$ cat src/design/assert_macros.svh
// Shared assertion shorthands.
`ifndef ASSERT_MACROS_SVH
`define ASSERT_MACROS_SVH

// Property checked at every clock edge outside reset.
`define PWSV_ASSERT(lbl, clk_s, rstn_s, prop) \
    lbl: assert property (@(posedge clk_s) disable iff (!rstn_s) (prop)) \
        else $error("%m: assertion failed");

// Antecedent at one edge implies consequent at the next.
`define PWSV_ASSERT_NEXT(lbl, clk_s, rstn_s, ante, cons) \
    lbl: assert property (@(posedge clk_s) disable iff (!rstn_s) (ante) |=> (cons)) \
        else $error("%m: assertion failed");

`endif

$ cat src/design/pwsv_pkg.sv
`default_nettype none

package pwsv_pkg;

    localparam int MAX_PERIOD  = 64;
    localparam int MAX_COUNT   = 64;
    localparam int SAMPLE_BITS = 16;

    localparam int DELAY_DEPTH = MAX_PERIOD * MAX_COUNT;
    localparam int PTR_W       = $clog2(DELAY_DEPTH);
    localparam int FILL_W      = PTR_W + 1;
    localparam int PHASE_W     = $clog2(MAX_PERIOD);
    localparam int CFG_W       = 7;
    localparam int OFFSET_W    = 16;
    localparam int SCALE_W     = 32;
    localparam int POS_W       = 20;
    localparam int STAT_W      = 40;
    localparam int SUM_W       = SAMPLE_BITS + 7;
    localparam int SQ_W        = 2 * SAMPLE_BITS + 5;
    localparam int SQR_W       = 2 * SAMPLE_BITS - 1;
    localparam int CS_W        = SQ_W + $clog2(MAX_COUNT);
    localparam int SS_W        = 2 * SUM_W - 1;
    localparam int D_W         = SS_W + 1;
    localparam int HI_W        = CS_W - SCALE_W;
    localparam int FRAC_SHIFT  = 24;
    localparam int V_W         = CS_W + SCALE_W - FRAC_SHIFT + 1;

    localparam int QUEUE_DEPTH = 4;
    localparam int QPTR_W      = $clog2(QUEUE_DEPTH);
    localparam int QCNT_W      = $clog2(QUEUE_DEPTH + 1);

    localparam int CFG_IDX_W   = 3;
    localparam int CFG_DATA_W  = 32;

    localparam logic [CFG_IDX_W-1:0] REG_PERIOD       = 3'd0;
    localparam logic [CFG_IDX_W-1:0] REG_WINDOW_COUNT = 3'd1;
    localparam logic [CFG_IDX_W-1:0] REG_START_OFFSET = 3'd2;
    localparam logic [CFG_IDX_W-1:0] REG_MODE         = 3'd3;
    localparam logic [CFG_IDX_W-1:0] REG_INV_SCALE    = 3'd4;

    localparam logic MODE_SUM   = 1'b0;
    localparam logic MODE_VAR   = 1'b1;
    localparam logic CMD_SAMPLE = 1'b0;
    localparam logic CMD_CLEAR  = 1'b1;

    localparam logic [STAT_W-1:0] STAT_MAX = {1'b0, {(STAT_W-1){1'b1}}};

    typedef struct packed {
        logic                   clear;
        logic [SAMPLE_BITS-1:0] sample;
        logic [PHASE_W-1:0]     idx;
        logic [PTR_W-1:0]       rd;
        logic [PTR_W-1:0]       wp;
        logic                   sub;
        logic                   emit;
        logic [POS_W-1:0]       position;
    } pwsv_item_t;

    typedef struct packed {
        logic full;
        logic empty;
    } pwsv_q_status_t;

    function automatic logic [CFG_W-1:0] clamp_period(input logic [CFG_W-1:0] v);
        logic [CFG_W-1:0] r;
        r = v;
        if (v == '0)
            r = CFG_W'(1);
        else if (v > CFG_W'(MAX_PERIOD))
            r = CFG_W'(MAX_PERIOD);
        return r;
    endfunction

    function automatic logic [CFG_W-1:0] clamp_count(input logic [CFG_W-1:0] v);
        logic [CFG_W-1:0] r;
        r = v;
        if (v == '0)
            r = CFG_W'(1);
        else if (v > CFG_W'(MAX_COUNT))
            r = CFG_W'(MAX_COUNT);
        return r;
    endfunction

endpackage

`default_nettype wire

$ cat src/design/pwsv_queue.sv
`default_nettype none
`include "assert_macros.svh"

module pwsv_queue
    import pwsv_pkg::*;
(
    input  wire logic      clk,
    input  wire logic      rst_n,
    input  wire logic      push,
    input  wire pwsv_item_t push_item,
    input  wire logic      pop,
    output pwsv_item_t     head,
    output pwsv_q_status_t status
);

    pwsv_item_t q_mem [QUEUE_DEPTH];

    logic [QPTR_W-1:0] wr_ptr_reg;
    logic [QPTR_W-1:0] rd_ptr_reg;
    logic [QCNT_W-1:0] count_reg;

    assign head         = q_mem[rd_ptr_reg];
    assign status.full  = (count_reg == QCNT_W'(QUEUE_DEPTH));
    assign status.empty = (count_reg == '0);

    always_ff @(posedge clk)
    begin
        if (push)
            q_mem[wr_ptr_reg] <= push_item;
    end

    always_ff @(posedge clk or negedge rst_n)
    begin
        if (!rst_n)
        begin
            wr_ptr_reg <= '0;
            rd_ptr_reg <= '0;
            count_reg  <= '0;
        end
        else
        begin
            if (push)
                wr_ptr_reg <= wr_ptr_reg + QPTR_W'(1);
            if (pop)
                rd_ptr_reg <= rd_ptr_reg + QPTR_W'(1);
            if (push && !pop)
                count_reg <= count_reg + QCNT_W'(1);
            else if (pop && !push)
                count_reg <= count_reg - QCNT_W'(1);
        end
    end

    `PWSV_ASSERT_NEXT(a_q_grow, clk, rst_n, push && !pop, count_reg == $past(count_reg) + QCNT_W'(1))

endmodule

`default_nettype wire

$ cat config.mk
export PLATFORM = sky130hd
export DESIGN_NAME = pwsv_queue
export DESIGN_NICKNAME = d
export VERILOG_FILES = /design/src/design/pwsv_pkg.sv /design/src/design/pwsv_queue.sv
export VERILOG_INCLUDE_DIRS = /design/src /design/src/design
export SDC_FILE = /design/constraint.sdc
export NUM_CORES = 1
export LEC_CHECK = 0
export ABC_AREA = 1
export ABC_CLOCK_PERIOD_IN_PS = 2600
export BUFFER_PORTS_ARGS = -buffer_cell sky130_fd_sc_hd__buf_2
export CORE_MARGIN = 1.5
export CORE_UTILIZATION = 45
export CTS_CLUSTER_DIAMETER = 150
export CTS_CLUSTER_SIZE = 20
export DETAILED_ROUTE_END_ITERATION = 8
export PLACE_DENSITY_LB_ADDON = 0.05
export SLEW_MARGIN = 5
export SYNTH_ARGS = -nofsm -noshare
export SYNTH_HDL_FRONTEND = slang
export SYNTH_SLANG_ARGS = --single-unit
$ cat constraint.sdc
create_clock -name clk -period 2.6 [get_ports clk]
set_input_delay 0.13 -clock clk [delete_from_list [all_inputs] [get_ports clk]]
set_output_delay 0.13 -clock clk [all_outputs]
set_load 0.005 [all_outputs]
-- After elaboration in Yosys (flattened, before gate mapping)
Memories as Yosys holds them, arrays and structs flattened.
Index checks and enable logic that the tools add are counted.
- bits in registers: 7
- memory bits (writable): 276
- output and inout bits: 71
- word-level logic and storage cells: 19
- memories: 1
- add/sub/neg operators: 4
- eq/ne operators: 1
- mux-type cells: 4
- reduce and logical (&&, ||, !) cells: 6
- memories (name ; depth ; width ; rd ports ; clocked after Yosys merged registers in ; write ports ; RTL line ; text):
    q_mem ; 4 ; 69 ; 1 ; 0 ; 1 ; pwsv_queue.sv:16 ; pwsv_item_t q_mem [QUEUE_DEPTH];
- operators by type and width (cell ; number):
    $mux 3 ; 2
    $add 2x1->2 const B ; 2
    $add 3x1->3 const B ; 1
    $eq 3x3->1 const B ; 1
    $logic_not 3->1 ; 1
    $sub 3x1->3 const B ; 1
    $logic_and 1x1->1 ; 2
    $logic_not 1->1 ; 2
    $mux 1 ; 2
    $reduce_bool 2->1 ; 1

-- Logic depth before layout (Yosys ltp)
- depth after elaboration: 4
- mapped depth: 9

-- Worst setup path after synthesis
OpenSTA, ideal clock, no wires.
- kind: register -> register
- start point: reg wr_ptr_reg[0]
- end point: mem q_mem[2][0] (netlist name), enable pin
- arrival: 2.011 ns
- required time: 2.177 ns
- setup slack: 0.166 ns
- cell stages (with the launch flop): 5
- clock period less this slack: 2.434 ns
- cell sequence: dfrtp_1 > inv_1 > ha_1 > nand2_1 > inv_1
- RTL lines (what ; RTL line ; text):
    start: declaration ; pwsv_queue.sv:18 ; logic [QPTR_W-1:0] wr_ptr_reg;
    start signal: assignment ; pwsv_queue.sv:43 ; wr_ptr_reg <= wr_ptr_reg + QPTR_W'(1);
    end: declaration ; pwsv_queue.sv:16 ;
No word-level cell before the write port.

==> results.yml <==
run_status:
  outcome: "completed"
clock_network:
  cts_setup_buffers: 0
  cts_tree: "yes"
  cts_buffers: 18
  clock-sinks: 283
  clockBufferDepth: 3
  clk_latency_ns: 0.50
  htreeDepth: 1
  clkTransAtPathRegs_ns: 0.08
  root_buffer: "clkbuf_16"
synthesis:
  ys_seq_area_share_pct: 71.4
  ys_warn_count: 0
  synth_mux_area_share_pct: 0
  synth_area_um2: 11900
  synth_area_leader_cell: "edfxtp_1"
  synthArstFlopShare_pct: 2.47
  syn_avg_cell_area_um2: 13.9
  ys_types: 21
  synth_edf_count: 276
  yosys.area_share.simple_pct: 7.15
  yosys.area.top_type_share_pct: 69.9
  syn_inst: 853
  synth-xor-area-share_pct: 0.296
  synth_compound_area_share_pct: 12.2
  yosys.area_share.adder_pct: 0.697
  synthTopCellsByArea: "edfxtp_1 70%, o211ai_2 8.4%, nand2_1 7.0%"
  synthFlopType: "edfxtp_1"
  synth_top_family_by_area: "compound AO/OA/AOI/OAI gates"
  synth_seq_cells: 283
  synth_nets: 932
setup_path:
  crit_top_cell: "nand2_1"
  critPathKind: "flip-flop to output port"
  critical-path-top-delay-family: "flip-flops"
  cp.required_ns: 2.47
  r2r_start: "wr_ptr_reg[0]"
  reg2reg_slack_ns: 0.80
  worst-path-max-fanout: 60
  timing.critical_path.slowest_stage_cell: "dfrtp_4"
  cp_slowest_stage_delay_ns: 0.84
  start_kind: "flip-flop"
  reg2regPathDepth: 5
  cp_num_buf_inv: 2
  startpoint: "rd_ptr_reg[0]"
  r2r_end: "q_mem[0][24]"
  critPathCaptureType: "output port"
  cp.arrival_ns: 2.17
  crit_chain: "buf_12 > nand2_1 > o211ai_1 > nand2_1 > buf_2"
layout:
  multi_input_area_um2: 2410
  drive_gt1_share_pct: 25.5
  seq_area_um2: 8470
  largest_reg_flops: 276
  num-fill-cells: 2190
  antennaDiodeCount: 0
  area_growth_pct: 19.6
  fin_nets: 1146
route:
  first_iter_violations: 385
  ant_nets: 0
  drc: 0
  drt_pass1_iterations: 5
  vias: 6732
  wire_per_inst_um: 15.9
  vias_per_cell: 4.76
  drt_wl_total_um: 22500
global_routing:
  grtUsageTotal_pct: 16.5
  grt_pass1_wl_um: 34700
  first_global_vias: 6453
  grt-ovfl-total: 0
  antenna_found_initial: 0
  grt_max_degree: 70
floorplanning:
  die_y_um: 165
  die_width_um: 165
  rows: 59
  coreArea_um2: 26000
  die_area_um2: 27300
  initial_core_util_pct: 45.6
  pin_count: 144
timing:
  drv_slew: 0
  max_slew_margin_pct: 56.6
  setup_viol: 0
  hold_viol_final: 0
  finalSetupTns_ns: 0
  finalCriticalPeriod_ns: 2.30
  fmax_ghz: 0.434
  skew_ns: 0.0175
  tightestPinTransition_ns: 0.650
  min_period_over_period_pct: 88.6
  rsz0062_at_grt: "no"
power_and_ir_drop:
  p_leak_nw: 5.74
  power_mw: 14.4
  peakVddDrop_mv: 0.611
  powerDensity_nw_per_um2: 1020
worst_hold_path:
  holdPathStages: 2
  min_from: "push_item[43]"
  hold_end: "q_mem[3][43]"
  hold_path_class: "input port to flip-flop"
placement:
  globalplace.congestion: 0.688
  portBuffers: 143
  place_hpwl_um: 13200
job:
  drv_cap: 0
[how the worst max path moves through the flow]
stage | cells past startpoint | slack [ns] | endpoint
after floorplan | 4 | 0.17 | q_mem[2][0]
after global placement | 5 | 0.80 | q_mem[0][25]
after detailed placement | 5 | 0.79 | q_mem[1][33]
after CTS | 5 | 0.25 | head[55]
after global routing | 5 | 0.12 | head[55]
final | 5 | 0.30 | head[55]
[where the power goes]
group / switching [mW] / internal (mW) / leakage, nW
Clock: 1.45 / 1.39 / 0.258
Sequential: 0.378 / 5.96 / 2.62
Combinational: 3.15 / 2.09 / 2.87
[repair_timing]
item / CTS / global route
hold buffers: 73 / 0
hold endpoints to repair: 287 / 0
resized for setup: 0 / 0
setup endpoints to repair: 0 / 0
[routing by layer]
metal	share of wire, %	routed length [um]	global-route usage (%)
met3	4.4	994	2.52
met5	0	0	0
met2	48	10800	27.9
met4	1.3	299	3.49
met1	46	10400	22.6
[cell type report]
type / instances / area share [%]
clock buffers: 31 / 3.67
clock inverters: 1 / 0.141
inverters: 150 / 4.01
multi-input cells: 373 / 17.0
flip-flops and latches: 283 / 59.8
well taps: 335 / 2.96
repair buffers: 241 / 12.5
[cell families (layout without fill, tap and decap cells)]
kind of cell	after synthesis	after routing
compound gates	139	139
flops	283	283
xor+xnor	4	4
buf+inv	197	423
fa+ha+maj	6	6
simple gates	224	224
[metrics by stage]
stage	hold WS (ns)	std cells	setup slack, ns	utilization, %	area, um^2
2_1_floorplan	-0.166	853	0.166	-	11900
3_3_place_gp	-0.0155	1309	0.797	49.7	12900
3_5_place_dp	-0.0163	1309	0.786	49.7	12900
4_1_cts	0.352	1414	0.252	54.6	14200
5_1_grt	0.365	1414	0.123	54.6	14200
6_report	0.374	1414	0.295	54.6	14200
[synth_stat cells, types with 2 or more instances]
library cell    n
buf_2          16
buf_4           2
buf_6          26
buf_8           2
dfrtp_1         7
edfxtp_1      276
ha_1            5
inv_1         148
nand2_1       220
nor3_1          2
o211ai_1       58
o211ai_2       80
xor2_1          3
[worst register-to-register path: stages, from the launching register on]
cell,delay [ns]
dfrtp_1,0.41
inv_1,0.08
ha_1,0.19
nand2_1,0.07
clkinv_2,0.40
buf_4,0.38
[layout by cell type (no fill, tap or decap)]
cell type,instances
fa_1,1
xor2_1,3
buf_4,14
dfrtp_4,2
inv_2,1
clkbuf_1,12
o211ai_1,58
buf_12,11
nand4_1,1
clkinv_2,4
nand2_1,220
nand3_1,1
o211ai_2,80
inv_16,1
o21ai_1,1
edfxtp_1,276
clkbuf_16,19
inv_1,145
dlygate4sd3_1,73
xnor2_1,1
dfrtp_1,5
buf_2,143
ha_1,5
nor3_1,2
Power figures use the tool's default switching activity.
