`src/design/assert_macros.svh`:
```
// Shared assertion shorthands.
`ifndef ASSERT_MACROS_SVH
`define ASSERT_MACROS_SVH

// Property checked at every clock edge outside reset.
`define PWSV_ASSERT(lbl, clk_s, rstn_s, prop) \
    lbl: assert property (@(posedge clk_s) disable iff (!rstn_s) (prop)) \
        else $error("%m: assertion failed");

// Antecedent at one edge implies consequent at the next.
`define PWSV_ASSERT_NEXT(lbl, clk_s, rstn_s, ante, cons) \
    lbl: assert property (@(posedge clk_s) disable iff (!rstn_s) (ante) |=> (cons)) \
        else $error("%m: assertion failed");

`endif

```
`src/design/pwsv_pkg.sv`:
```
`default_nettype none

package pwsv_pkg;

    localparam int MAX_PERIOD  = 64;
    localparam int MAX_COUNT   = 64;
    localparam int SAMPLE_BITS = 16;

    localparam int DELAY_DEPTH = MAX_PERIOD * MAX_COUNT;
    localparam int PTR_W       = $clog2(DELAY_DEPTH);
    localparam int FILL_W      = PTR_W + 1;
    localparam int PHASE_W     = $clog2(MAX_PERIOD);
    localparam int CFG_W       = 7;
    localparam int OFFSET_W    = 16;
    localparam int SCALE_W     = 32;
    localparam int POS_W       = 20;
    localparam int STAT_W      = 40;
    localparam int SUM_W       = SAMPLE_BITS + 7;
    localparam int SQ_W        = 2 * SAMPLE_BITS + 5;
    localparam int SQR_W       = 2 * SAMPLE_BITS - 1;
    localparam int CS_W        = SQ_W + $clog2(MAX_COUNT);
    localparam int SS_W        = 2 * SUM_W - 1;
    localparam int D_W         = SS_W + 1;
    localparam int HI_W        = CS_W - SCALE_W;
    localparam int FRAC_SHIFT  = 24;
    localparam int V_W         = CS_W + SCALE_W - FRAC_SHIFT + 1;

    localparam int QUEUE_DEPTH = 4;
    localparam int QPTR_W      = $clog2(QUEUE_DEPTH);
    localparam int QCNT_W      = $clog2(QUEUE_DEPTH + 1);

    localparam int CFG_IDX_W   = 3;
    localparam int CFG_DATA_W  = 32;

    localparam logic [CFG_IDX_W-1:0] REG_PERIOD       = 3'd0;
    localparam logic [CFG_IDX_W-1:0] REG_WINDOW_COUNT = 3'd1;
    localparam logic [CFG_IDX_W-1:0] REG_START_OFFSET = 3'd2;
    localparam logic [CFG_IDX_W-1:0] REG_MODE         = 3'd3;
    localparam logic [CFG_IDX_W-1:0] REG_INV_SCALE    = 3'd4;

    localparam logic MODE_SUM   = 1'b0;
    localparam logic MODE_VAR   = 1'b1;
    localparam logic CMD_SAMPLE = 1'b0;
    localparam logic CMD_CLEAR  = 1'b1;

    localparam logic [STAT_W-1:0] STAT_MAX = {1'b0, {(STAT_W-1){1'b1}}};

    typedef struct packed {
        logic                   clear;
        logic [SAMPLE_BITS-1:0] sample;
        logic [PHASE_W-1:0]     idx;
        logic [PTR_W-1:0]       rd;
        logic [PTR_W-1:0]       wp;
        logic                   sub;
        logic                   emit;
        logic [POS_W-1:0]       position;
    } pwsv_item_t;

    typedef struct packed {
        logic full;
        logic empty;
    } pwsv_q_status_t;

    function automatic logic [CFG_W-1:0] clamp_period(input logic [CFG_W-1:0] v);
        logic [CFG_W-1:0] r;
        r = v;
        if (v == '0)
            r = CFG_W'(1);
        else if (v > CFG_W'(MAX_PERIOD))
            r = CFG_W'(MAX_PERIOD);
        return r;
    endfunction

    function automatic logic [CFG_W-1:0] clamp_count(input logic [CFG_W-1:0] v);
        logic [CFG_W-1:0] r;
        r = v;
        if (v == '0)
            r = CFG_W'(1);
        else if (v > CFG_W'(MAX_COUNT))
            r = CFG_W'(MAX_COUNT);
        return r;
    endfunction

endpackage

`default_nettype wire

```
`src/design/pwsv_front.sv`:
```
`default_nettype none
`include "assert_macros.svh"

module pwsv_front
    import pwsv_pkg::*;
(
    input  wire logic                          clk,
    input  wire logic                          rst_n,
    input  wire logic                          accept,
    input  wire logic                          cmd,
    input  wire logic signed [SAMPLE_BITS-1:0] sample,
    input  wire logic [CFG_W-1:0]              period,
    input  wire logic [CFG_W-1:0]              window_count,
    input  wire logic [OFFSET_W-1:0]           start_offset,
    output pwsv_item_t                         item
);

    logic [PTR_W-1:0]   wp_reg;
    logic [PHASE_W-1:0] pc_reg;
    logic [POS_W-1:0]   index_reg;
    logic [FILL_W-1:0]  fill_reg;

    logic [CFG_W-1:0]    per_c;
    logic [CFG_W-1:0]    cnt_c;
    logic [2*CFG_W-1:0]  len_full;
    logic [FILL_W-1:0]   len_v;
    logic [FILL_W-1:0]   warm_v;
    logic [PHASE_W-1:0]  idx_v;
    logic [CFG_W-1:0]    idx_inc;
    logic [FILL_W:0]     fill_inc;
    logic [FILL_W-1:0]   fill_next;
    logic [PHASE_W-1:0]  pc_next;

    always_comb
    begin
        per_c    = clamp_period(period);
        cnt_c    = clamp_count(window_count);
        len_full = per_c * cnt_c;
        len_v    = len_full[FILL_W-1:0];
        warm_v   = len_v - FILL_W'(per_c);
        // a phase left over from a larger period restarts at zero
        idx_v    = (CFG_W'(pc_reg) >= per_c) ? '0 : pc_reg;
        idx_inc  = CFG_W'(idx_v) + CFG_W'(1);
        pc_next  = (idx_inc >= per_c) ? '0 : idx_inc[PHASE_W-1:0];
        fill_inc = (FILL_W+1)'(fill_reg) + (FILL_W+1)'(1);
        fill_next = (fill_inc >= (FILL_W+1)'(len_v)) ? len_v : fill_inc[FILL_W-1:0];

        item.clear    = (cmd == CMD_CLEAR);
        item.sample   = sample;
        item.idx      = idx_v;
        item.wp       = wp_reg;
        // full depth wraps to the write slot itself
        item.rd       = wp_reg - len_v[PTR_W-1:0];
        item.sub      = (fill_reg >= len_v);
        item.emit     = (fill_reg >= warm_v);
        item.position = index_reg + POS_W'(start_offset);
    end

    always_ff @(posedge clk or negedge rst_n)
    begin
        if (!rst_n)
        begin
            wp_reg    <= '0;
            pc_reg    <= '0;
            index_reg <= '0;
            fill_reg  <= '0;
        end
        else if (accept)
        begin
            if (cmd == CMD_CLEAR)
            begin
                wp_reg    <= '0;
                pc_reg    <= '0;
                index_reg <= '0;
                fill_reg  <= '0;
            end
            else
            begin
                wp_reg    <= wp_reg + PTR_W'(1);
                pc_reg    <= pc_next;
                index_reg <= index_reg + POS_W'(1);
                fill_reg  <= fill_next;
            end
        end
    end

    `PWSV_ASSERT(a_fill_bound, clk, rst_n, fill_reg <= FILL_W'(DELAY_DEPTH))

endmodule

`default_nettype wire

```
`config.mk`:
```
export PLATFORM = sky130hd
export DESIGN_NAME = pwsv_front
export DESIGN_NICKNAME = d
export VERILOG_FILES = /design/src/design/pwsv_pkg.sv /design/src/design/pwsv_front.sv
export VERILOG_INCLUDE_DIRS = /design/src /design/src/design
export SDC_FILE = /design/constraint.sdc
export NUM_CORES = 1
export LEC_CHECK = 0
export ABC_CLOCK_PERIOD_IN_PS = 8300
export BUFFER_PORTS_ARGS = -buffer_cell sky130_fd_sc_hd__clkbuf_2
export CAP_MARGIN = 10
export CORE_MARGIN = 2
export CORE_UTILIZATION = 59
export DETAILED_ROUTE_END_ITERATION = 10
export PLACE_DENSITY = 0.86
export SYNTH_ARGS = -nofsm -noshare
export SYNTH_HDL_FRONTEND = slang
export SYNTH_SLANG_ARGS = --single-unit
```
`constraint.sdc`:
```
create_clock -name clk -period 8.3 [get_ports clk]
set_input_delay 0.83 -clock clk [delete_from_list [all_inputs] [get_ports clk]]
set_output_delay 0.83 -clock clk [all_outputs]
set_load 0.02 [all_outputs]
```
== After elaboration in Yosys (flattened, before gate mapping) ==
Index checks and enable logic that the tools add are counted.
Storage, ports and cells
  bits of input ports: 50
  flip-flop bits (word level): 51
Cells by class
  multiply operators: 1
  add/subtract/negate cells: 7
  mux-type cells: 11
  reduce and logical (&&, ||, !) cells: 2
  $lt $le $gt $ge: 7
Operators by type and width (count)
  7-bit two-way mux: 4
  13-bit greater-or-equal comparator: 2
  13-bit two-way mux: 2
  20-bit by 1-bit adder with 20-bit output (second input constant): 1
  20-bit by 16-bit adder with 20-bit output: 1
  20-bit two-way mux: 1
  6-bit two-way mux: 3
  13-bit by 1-bit adder with 14-bit output (second input constant): 1
  14-bit by 13-bit greater-or-equal comparator with 1-bit output: 1
  7-bit > comparator (second input constant): 2
  7-bit logical NOT: 2
  7-bit by 7-bit multiplier with 13-bit output: 1
  13-bit by 7-bit subtractor with 13-bit output: 1
  12-bit by 1-bit adder with 12-bit output (second input constant): 1
  12-bit two-way mux: 1
  12-bit subtractor: 1
  6-bit by 1-bit adder with 7-bit output (second input constant): 1
  6-bit by 7-bit greater-or-equal comparator with 1-bit output: 1
  7-bit greater-or-equal comparator: 1

== Depth between registers and ports, before layout ==
  depth in word-level cells: 9
  depth in mapped cells: 29
  mapped depth without buffers: 28

== Worst setup path before layout ==
OpenSTA, ideal clock, no wires.
  path type: input-to-output
  from: input period[6]
  to: output item[20] in the netlist's numbering
  arrival: 6505 ps
  cell stages on the path: 27
  required time: 7470 ps
  slack: 965 ps
  path buffers: 1
  cell sequence: clkbuf_1 nor2_1 a21oi_1 inv_1 nand2_1 fa_1 fa_1 inv_1 fa_1 inv_1 fa_1 inv_1 ha_1 o21ai_0 or2_1 nand2_1 inv_1 ha_1 o21a_1 a21oi_1 nand2_1 nor2_1 xnor2_1 ha_1 a211oi_1 o211ai_1 a41o_1
RTL lines
  start: declaration: line pwsv_front.sv:12  | input wire logic [CFG_W-1:0] period,
  end: declaration: line pwsv_front.sv:15  | output pwsv_item_t item

==> run summary <==
status: finished, final reports clean
Synth cell types: 63
initial antenna violation count: 0
CP peak stage delay: 540 ps
fillcell total: 1012
Synth area leader: ha_1
worst vdd ir: 104 uV
hold violation count in the final report: 0
r2r setup slk: 3920 ps
Static Leak: 4.17 nW
Reg-to-Reg Start: pc_reg[0]$_DFFE_PN0P_
Final Critical Period: 7770 ps
Reg clk slew, reported paths: 60 ps
clock skew: 5.36 ps
Yosys top cell area share: 0.204
routability cong.: 0.895
P per Cell Area: 154 nW/um^2
most used cell, CP: inv_1
critical path type: input port to output port
number of I/O pins: 119
Root Buffer: clkbuf_16
cts bufs inserted: 5
# setup viols final: 0
M3 GR Usage: 0.0300
Site Rows: 40
Slew Viols, Final: 0
vias in the first global route: 6260
most frequent cell after synthesis: ha_1
CTS tree: done
H-tree depth: 2
Syn. warnings: 0
slowest stage cell on the critical path: fa_1
Port Buffer Count: 86
largest net degree at the start of global routing: 52
EDFF count, synth: 0
HP Start: index_reg[19]$_DFFE_PN0P_
RSZ-0062 raised after global routing: false
Synth Instances: 861
Tcrit/Tclk final: 0.936
met2 usage: 0.479
asr flop ratio synth: 1.00
Final Hold Slack: 563 ps
Yosys reg bits: 51
drt drc: 0
global route hottest layer: met2
Worst Tran Pin Value: 758 ps
total clock sinks: 51
grt ovf: 0
CP max FO: 7
core area: 12100 um^2
CP startpoint: period[1]
DR iter-0 viols: 339
die area: 13300 um^2
post-synthesis area per instance: 8.48 um^2
startpoint types: input port
vias after detailed routing: 6462
Fmax achieved: 129 MHz
Starting Density: 0.605
first-pass GRT wire length: 28400 um
nets: 1122
TNS Setup: 0 ps
DR pass1 iterations: 5
main flop type after synthesis: dfrtp_1
WP data required: 7470 ps
Synth top cells by count: ha_1, nor2_1, nand2_1
area grow syn2layout: 8.84%
later-pin clock latency in the skew report: 290 ps
Max Cap Viol: 0
Hold Path Class: register to register
drt total wl: 17100 um
antenna cells: 0
GRT met1 Usage: 0.328
mapped cell area: 7300 um^2
GRT Total Usage: 0.264
post-synthesis sequential area ratio: 0.175
layout cell share with drive strength beyond 1: 0.117
Antenna Nets Post-Route: 0
Final HPWL DP: 14000 um
postcts setup bufs: 0
CP Capture Type: output port
Area contributors post-synth: ha_1, dfrtp_1, fa_1
routed vias/inst: 5.90
slew margin rel.: 0.482
Largest register FFs: 20
chip width: 115 um
Mapped Nets: 1056
Die Y-Extent: 115 um
DR WL/cell: 15.7 um
Worst Path Arrival: 6940 ps
CTS max path bufs: 2
[cell families (layout without fill, tap and decap cells)]
group                      count (synthesis)  after routing  share of synthesized area
AOI/OAI and AO/OA                        187            187                      0.176
xor gates and xnor gates                  81             81                     0.0971
adders and majority gates                145            145                      0.275
buffers and inverters                     94            160                     0.0594
DFF                                       51             51                      0.175
muxes                                     14             14                     0.0192
and+or+nand+nor                          289            289                      0.198
[critical path, delay by kind of cell]
family / cells / cell delay, ps
and+or+nand+nor: 9 / 1480
buffers and inverters: 7 / 640
AOI/OAI and AO/OA: 6 / 800
adders and majority gates: 7 / 3040
xor gates and xnor gates: 1 / 130
[report_power, final]
part / switching, mW / total, mW / internal, mW
logic: 0.402 / 0.687 / 0.284
clock network: 0.0905 / 0.231 / 0.141
registers: 0.0409 / 0.308 / 0.267
[path summary, 6_finish.rpt]
kind,cells past startpoint,endpoint
min in group asynchronous,2,index_reg[10]$_DFFE_PN0P_
max in group asynchronous,2,fill_reg[12]$_DFFE_PN0P_
min reg2reg,2,index_reg[19]$_DFFE_PN0P_
max,30,item[20]
min,2,index_reg[19]$_DFFE_PN0P_
max reg2reg,19,pc_reg[5]$_DFFE_PN0P_
[repair_timing]
item                       CTS  global route
hold buffers                 0             0
gates resized for setup      0             2
setup endpoints to repair    0             1
[per-stage QoR]
step / instances / setup slack (ps) / area, um^2 / power [mW] / util
6_report: 1095 / 530 / 7950 / 1.23 / 0.659
2_1_floorplan: 861 / 965 / 7300 / 0.824 / -
4_1_cts: 1095 / 384 / 7940 / 1.22 / 0.658
3_5_place_dp: 1088 / 411 / 7780 / 0.989 / 0.645
3_3_place_gp: 1088 / 654 / 7780 / 0.967 / 0.645
5_1_grt: 1095 / 118 / 7950 / 1.31 / 0.659
[placed cells by master, fill, tap and decap left out, types with 3 or more instances in the layout]
| master | synthesis | layout |
|---|---|---|
| o21ai_0 | 31 | 31 |
| xnor2_1 | 41 | 41 |
| nor2_1 | 76 | 76 |
| buf_4 | 17 | 5 |
| o2bb2ai_1 | 10 | 10 |
| a21oi_1 | 36 | 35 |
| nor3_1 | 14 | 14 |
| ha_1 | 119 | 119 |
| a31oi_1 | 19 | 19 |
| clkbuf_2 | 0 | 86 |
| mux2i_1 | 14 | 14 |
| a21o_1 | 26 | 26 |
| nand2_1 | 65 | 65 |
| fa_1 | 26 | 26 |
| dfrtp_1 | 51 | 51 |
| xor2_1 | 40 | 40 |
| nand3_1 | 24 | 24 |
| clkbuf_16 | 0 | 5 |
| o21a_1 | 7 | 7 |
| and2_1 | 16 | 16 |
| and4_1 | 5 | 5 |
| and3_1 | 15 | 15 |
| nor2b_1 | 25 | 25 |
| a211oi_1 | 11 | 11 |
| o31ai_1 | 8 | 8 |
| a22o_1 | 6 | 6 |
| o211ai_1 | 3 | 3 |
| nand2b_1 | 20 | 20 |
| a41o_1 | 3 | 3 |
| inv_1 | 62 | 62 |
| nand4_1 | 11 | 11 |
| or3_1 | 5 | 5 |
[area by class of cell]
| cell class | instances | area (um^2) | area share |
|---|---|---|---|
| Timing Repair Buffer | 91 | 468 | 0.0589 |
| Multi-Input combinational cell | 716 | 5600 | 0.705 |
| Clock inverter | 1 | 30.0 | 0.00378 |
| Inverter | 62 | 233 | 0.0293 |
| Tap cell | 168 | 210 | 0.0264 |
| Clock buffer | 6 | 129 | 0.0162 |
| Sequential cell | 51 | 1280 | 0.161 |
[metal layers]
metal	part of all wire	wire length [um]
met5	0	0
met4	0.025	431
met3	0.045	776
met2	0.49	8450
met1	0.44	7490
Note: power is estimated with default switching activity, not from simulation.
